==> config.mk <==
export PLATFORM = sky130hd
export DESIGN_NAME = blvs_divider
export DESIGN_NICKNAME = d
export VERILOG_FILES = /design/src/rtl/blvs_pkg.sv /design/src/rtl/blvs_divider.sv
export SDC_FILE = /design/constraint.sdc
export NUM_CORES = 1
export LEC_CHECK = 0
export ABC_AREA = 1
export BUFFER_PORTS_ARGS = -buffer_cell sky130_fd_sc_hd__buf_2
export CAP_MARGIN = 20
export CORE_UTILIZATION = 38
export CTS_BUF_LIST = sky130_fd_sc_hd__clkbuf_2
export DETAILED_ROUTE_END_ITERATION = 16
export PLACE_DENSITY = 0.6
export SLEW_MARGIN = 20
export SYNTH_ARGS = -nofsm -noshare
export SYNTH_HDL_FRONTEND = slang
export SYNTH_SLANG_ARGS = --single-unit
==> constraint.sdc <==
create_clock -name clk_i -period 2.2 [get_ports clk_i]
set_clock_uncertainty 0.05 [all_clocks]
set_input_delay 0.33 -clock clk_i [delete_from_list [all_inputs] [get_ports clk_i]]
set_output_delay 0.33 -clock clk_i [all_outputs]
set_load 0.1 [all_outputs]
==> src/rtl/blvs_pkg.sv <==
// ----------------------------------------------------------------------------
// blvs_pkg
// Shared types and constants of the binary line vote search core.
// ----------------------------------------------------------------------------
package blvs_pkg;

  // default image store size
  localparam int unsigned DEF_MAX_COLS = 320;
  localparam int unsigned DEF_MAX_ROWS = 256;

  // field and register widths
  localparam int unsigned REG_W     = 9;
  localparam int unsigned ROW_W     = 8;
  localparam int unsigned COL_W     = 9;
  localparam int unsigned VAL_W     = 8;
  localparam int unsigned VOTE_W    = 8;
  localparam int unsigned CFG_IDX_W = 2;

  // signed line arithmetic and divider widths
  localparam int unsigned SX_W  = 12;
  localparam int unsigned DIV_W = 10;
  localparam int unsigned CMP_W = REG_W + 4;

  // register indexes
  localparam logic [CFG_IDX_W-1:0] CFG_IMAGE_ROWS = 2'd0;
  localparam logic [CFG_IDX_W-1:0] CFG_IMAGE_COLS = 2'd1;

  localparam logic [REG_W-1:0] RESET_ROWS = 9'd240;
  localparam logic [REG_W-1:0] RESET_COLS = 9'd320;

  // item actions
  localparam logic ACTION_LOAD   = 1'b0;
  localparam logic ACTION_SEARCH = 1'b1;

  // candidate range: left side runs while 10*i < 6*cols, right side from
  // floor(3*cols/10); the division by ten is a reciprocal multiply
  localparam int unsigned CAND_NUM    = 6;
  localparam int unsigned CAND_DEN    = 10;
  localparam int unsigned START_NUM   = 3;
  localparam int unsigned RECIP_TENTH = 6554;
  localparam int unsigned RECIP_SHIFT = 16;
  localparam int unsigned RECIP_W     = 13;
  localparam int unsigned MIN_ROWS    = 3;

  localparam logic [VOTE_W-1:0] VOTE_MAX = 8'd255;

  typedef struct packed {
    logic             action;
    logic [ROW_W-1:0] pixel_row;
    logic [COL_W-1:0] pixel_col;
    logic [VAL_W-1:0] pixel_value;
    logic [COL_W-1:0] bottom_col;
  } item_t;

  typedef struct packed {
    logic [COL_W-1:0]  top_col;
    logic [VOTE_W-1:0] vote_count;
  } result_t;

  typedef struct packed {
    logic             start;
    logic [DIV_W-1:0] num;
    logic [REG_W-1:0] den;
  } div_req_t;

  typedef struct packed {
    logic             done;
    logic [DIV_W-1:0] quot;
    logic [REG_W-1:0] rem;
  } div_rsp_t;

  typedef enum logic [2:0] {
    ST_IDLE,
    ST_SETUP,
    ST_DIV,
    ST_PIX,
    ST_CAND,
    ST_FINISH
  } state_e;

endpackage

==> src/rtl/blvs_divider.sv <==
// ----------------------------------------------------------------------------
// blvs_divider
// Restoring unsigned divider, one quotient bit per cycle.
// ----------------------------------------------------------------------------
module blvs_divider (
  input  logic               clk_i,
  input  logic               rst_ni,
  input  blvs_pkg::div_req_t req_i,
  output blvs_pkg::div_rsp_t rsp_o
);
  import blvs_pkg::*;

  localparam int unsigned CNT_W = $clog2(DIV_W + 1);

  logic             run_q, run_d;
  logic             done_q, done_d;
  logic [CNT_W-1:0] cnt_q, cnt_d;
  logic [DIV_W-1:0] num_q, num_d;
  logic [REG_W-1:0] rem_q, rem_d;
  logic [REG_W-1:0] den_q, den_d;
  logic [REG_W:0]   rem_sh;
  logic [REG_W:0]   rem_sub;
  logic             fits;

  always_comb begin
    rem_sh  = {rem_q, num_q[DIV_W-1]};
    fits    = rem_sh >= {1'b0, den_q};
    rem_sub = rem_sh - {1'b0, den_q};
    run_d   = run_q;
    done_d  = 1'b0;
    cnt_d   = cnt_q;
    num_d   = num_q;
    rem_d   = rem_q;
    den_d   = den_q;
    if (req_i.start) begin
      run_d = 1'b1;
      cnt_d = CNT_W'(DIV_W);
      num_d = req_i.num;
      rem_d = '0;
      den_d = req_i.den;
    end else if (run_q) begin
      // quotient bits shift in where dividend bits leave
      num_d = {num_q[DIV_W-2:0], fits};
      rem_d = fits ? rem_sub[REG_W-1:0] : rem_sh[REG_W-1:0];
      cnt_d = cnt_q - 1'b1;
      if (cnt_q == CNT_W'(1)) begin
        run_d  = 1'b0;
        done_d = 1'b1;
      end
    end
  end

  always_ff @(posedge clk_i or negedge rst_ni) begin
    if (!rst_ni) begin
      run_q  <= 1'b0;
      done_q <= 1'b0;
      cnt_q  <= '0;
    end else begin
      run_q  <= run_d;
      done_q <= done_d;
      cnt_q  <= cnt_d;
    end
  end

  always_ff @(posedge clk_i) begin
    num_q <= num_d;
    rem_q <= rem_d;
    den_q <= den_d;
  end

  assign rsp_o.done = done_q;
  assign rsp_o.quot = num_q;
  assign rsp_o.rem  = rem_q;

endmodule

# Word-level counts from Yosys, hierarchy flattened

Cells that the tools add are included.

Mux-type cells: 11
$lt $le $gt $ge: 1
Reductions and logical operators: 1
Add/sub/neg operators: 2
Equality and inequality tests: 1

Operator list:

| kind                                                               | number |
|---|---|
| 10-bit two-way mux                                                 | 2 |
| 10-bit by 9-bit greater-or-equal comparator with 1-bit output      | 1 |
| 9-bit two-way mux                                                  | 1 |
| 9-bit subtractor                                                   | 1 |
| 4-bit two-way mux                                                  | 2 |
| 1-bit two-way mux                                                  | 6 |
| 4-bit by 1-bit == test with 1-bit output, second input constant    | 1 |
| 4-bit by 1-bit subtractor with 4-bit output, second input constant | 1 |
| 2-bit nonzero test                                                 | 1 |

Word-level logic and storage cells: 22
Register bits: 34
Output and inout bits: 20
Input bits: 22

# Longest topological paths before layout

Depth after elaboration: 4
Depth in mapped cells: 13
Mapped depth without buffers: 13

# Least setup slack after synthesis

OpenSTA, ideal clock, no wires.

Path type: reg-to-reg
From: reg num_q[9]
To: reg rem_q[0]
Path buffers: 1
Setup time: 0.132 ns
Data required time: 2.018 ns
Setup slack: -0.138 ns
Arrival: 2.155 ns
Stages on the path, launching flop included: 12
Path through: edfxtp_1 > inv_1 > ha_1 > inv_1 > fa_1 > nand2_1 > nand3_2 > nand2_2 > buf_6 > nand3_1 > nand3_1 > o21ai_0

Cells in the longest elaborated chain, start to end: 2
Elaborated cells on any way between the ends: 3
Those cells by class: add/sub (1); order compare (1); mux (1)

Ends and longest elaborated chain:

| what                                                                                                     | line                                   | RTL |
|---|---|---|
| start, declared                                                                                          | blvs_divider.sv:18                     | `logic [DIV_W-1:0] num_q, num_d;` |
| start signal, assigned                                                                                   | blvs_divider.sv:66                     | `num_q <= num_d;` |
| 9-bit subtractor / 10-bit by 9-bit greater-or-equal comparator with 1-bit output (equally long branches) | blvs_divider.sv:28, blvs_divider.sv:27 |  |
| 9-bit two-way mux (*)                                                                                    | blvs_divider.sv:44                     | `rem_d = fits ? rem_sub[REG_W-1:0] : rem_sh[REG_W-1:0];` |
| end signal, assigned                                                                                     | blvs_divider.sv:67                     | `rem_q <= rem_d;` |
| end, declared                                                                                            | blvs_divider.sv:19                     | `logic [REG_W-1:0] rem_q, rem_d;` |

Mark *: on every way between the ends. The rest lies on a longest branch, timed or not.
A chain may end at the register's enable or synchronous reset.

# Worst setup path after layout

Same ends and word-level chain as after synthesis.

==> impl_results.md <==
* Setup WS post-layout at 0.229 ns
* Reg clk slew, reported paths at between 0.15 and 0.2 ns
* Dpl cells at 346
* Pre-CTS WS at 0.198 ns
* Initial drt markers at 77
* GRT Residual Overflow at 0
* Most frequent cells in the layout: 85 x nand2_1, 41 x buf_2, 39 x inv_1, 21 x nand3_1, 19 x edfxtp_1
* DR pass1 iterations at 4
* ANT cells at 0
* Flop-to-flop setup slack at 0.23 ns
* Synth Area per Inst at around 8 sq um
* Fill cell count at between 400 and 500
* TritonCTS Sinks at 34
* Clk root buf: clkbuf_2
* GP Congestion at 0.848
* Post-Synthesis Cell Area at ~1900 sq um
* Critical Path AT at approximately 2.3 ns
* Slew @ Worst Pin at around 0.57 ns
* Sequential area share after synthesis at 0.469
* Maxcap violations at 0
* Syn nets at between 200 and 300
* Synth top area share at 0.297
* Post-CTS Setup Bufs at 0
* Reg2Reg Capture Point: rem_q[0]$_SDFFE_PP0P_
* Crit. End Element: flop
* Cell row count at 25
* CP Max Fanout at 12
* Vias at roughly 1.6k
* Critical path's slowest cell: edfxtp_1
* Routed WL per cell at between 10 and 15 um
* Distinct cells, synth at 27
* Worst path depth at 11
* Pin count of the biggest net entering global routing at 16
* Chip Width at ~73 um
* Leak Pwr at ~1.2 nW
* Final Max Tran Viols at 0
* Final Hold Vio Count at 0
* Most common cell after layout, fill and taps aside: nand2_1
* Hpwl dp at approximately 3200 um
* Peak VDD IR at between 0.0005 and 0.0006 V
* First-pass GRT wire length at 6840 um
* Avg Vias per Cell at between 4 and 5
* Overall Global Routing Usage at 0.172
* Antenna-violating nets left at 0
* IO Pins at 42
* Antenna violations before repair at 0
* Worst path cell trace: inv_1 > ha_2 > inv_2 > fa_2 > nand2_2 > nand3_2 > nand2_4 > nand2_2 > nand2_1 > nand3_1 > o21ai_0
* Power per standard cell area at ~1200 nW/um^2
* Setup TNS at 0 ns
* Worst R2R Start: num_q[9]$_DFFE_PP_
* Die area at around 5300 sq um
* Max_slew headroom at 0.622
* Syn Inst Count at 240
* Buf+Inv Stages, Crit Path at 2
* Vias in the first global route at about 1.5k
* Max incr delay on CP at between 0.4 and 0.5 ns
* Clk_lat worst skew at about 0.38 ns
* Die Ht at approximately 73 um
* Final nets at ~320
* Fin area at between 2000 and 2500 sq um
* Layout cells sized above 1 at 0.222
* Max Buffers Root-to-Sink at 2
* Synth Register Bits at 34
* Cell mode on critical path: nand2_2
* Final core occ at 0.472
* Leading area contributor after synthesis: edfxtp_1
* Core area at around 4800 sq um
* CTS tree: done
* CTS buffer count at 5
* Final number of setup-violating endpoints at 0
* CP required at about 2.5 ns
* Initial Util at 0.401
* Ys Warns at 0
* IO buf count at 41
* Period minus WS final at 1.97 ns
* Placed cell area at 2200 sq um
* CP Class: reg2reg
* Layout Cells excl Fill at approximately 360
* Hold Crit Class: in2reg
* Outcome: complete, no violations
* Total Routed Length at around 4200 um
* Worst r2r path cells at 11
* CP startpoint kind: flop
* CP endpoint: rem_q[0]$_SDFFE_PP0P_
* Residual DRC at 0
* Final cycle utilization of the critical path at 0.896
* Crit path from: num_q[9]$_DFFE_PP_
* Tot Pwr at around 2.8 mW
* Fmax at a little over 500 MHz
* CP top delay family: simple AND/OR/NAND/NOR gates
* Hold Slack at 0.0509 ns
* Cells taking the most area after synthesis: edfxtp_1 30%, nand2_1 17%, dfxtp_1 9.4%
* CTS H-tree lvls at 2
* RSZ-0062 raised after global routing: false
* Layout area overhead at 17.7%
[cells by family after synthesis]
kind of cell    Yosys count  share of synthesized area
compound gates           16                     0.0463
xor+xnor                  3                     0.0137
fa+ha+maj                12                     0.0821
buf+inv                  45                     0.0978
flops                    34                      0.469
simple gates            130                      0.291
[synthesized netlist by cell type]
cell type  count
a31oi_1        1
fa_1           1
nand3_2        2
a22oi_1        1
nor4_1         2
o21bai_1       1
nor2_1         9
edfxtp_1      19
o21ai_1        3
buf_6          2
nand4_1        2
clkbuf_1       2
xnor2_1        3
buf_4          1
a21o_1         1
nand3_1       21
o21ai_0        5
nand2_1       86
inv_1         40
dfrtp_1        6
nand3b_1       2
nand2_2        2
nor2_2         3
ha_1          11
a21oi_1        4
dfxtp_1        9
nor3_1         1
[per-layer routing]
metal | part of all wire | track usage | up-vias | routed length [um]
met3 | 0.034 | 0.0483 | 6 | 142
met1 | 0.49 | 0.232 | 761 | 2070
met2 | 0.46 | 0.262 | 25 | 1940
met5 | 0 | 0 | - | 0
met4 | 0.014 | 0.0610 | 0 | 58
li1 | - | - | 855 | -
[flip-flops by register name, indices dropped and copies added (netlist names)]
register	flops
done_q	1
num_q	10
rem_q	9
run_q	1
cnt_q	4
den_q	9
[final cells by class]
| class | instances | area [sq um] | area share |
|---|---|---|---|
| timing repair buffer | 45 | 238 | 0.105 |
| sequential | 34 | 903 | 0.400 |
| inverter | 40 | 150 | 0.0664 |
| clock buffer | 5 | 25.0 | 0.0111 |
| tap | 67 | 83.8 | 0.0371 |
| clock inverter | 3 | 16.3 | 0.00720 |
| multi-input combinational | 161 | 843 | 0.373 |
[what timing repair did]
item / CTS / global route
hold buffers: 1 / 0
endpoints found under the hold margin: 6 / 0
gates resized for setup: 0 / 1
setup endpoints to repair: 0 / 3
[worst reg2reg max path: cells and delay by family (launching register included)]
| kind | cells | cell delay, ns |
|---|---|---|
| AND/OR/NAND/NOR | 6 | 0.66 |
| adder cells (fa/ha/maj) | 2 | 0.56 |
| flip-flops | 1 | 0.42 |
| buffers and inverters | 2 | 0.14 |
| AO/OA/AOI/OAI | 1 | 0.09 |
[worst min-delay path by stage]
stage	depth (start not counted)	slack [ns]	startpoint	end
6_report	1	0.05	req_i[4]	den_q[4]$_DFFE_PP_
5_1_grt	1	0.004	req_i[4]	den_q[4]$_DFFE_PP_
4_1_cts	1	0.03	req_i[4]	den_q[4]$_DFFE_PP_
3_5_place_dp	1	0.11	rst_ni	cnt_q[3]$_DFFE_PN0P_
3_3_place_gp	1	0.11	rst_ni	cnt_q[2]$_DFFE_PN0P_
2_1_floorplan	0	-0.02	rst_ni	cnt_q[0]$_DFFE_PN0P_
[power by group]
group          switching (mW)  internal (mW)
clock network           0.223         0.0724
registers              0.0928          0.793
logic                    1.20          0.413
No activity file was read; power rests on OpenSTA's default activity.
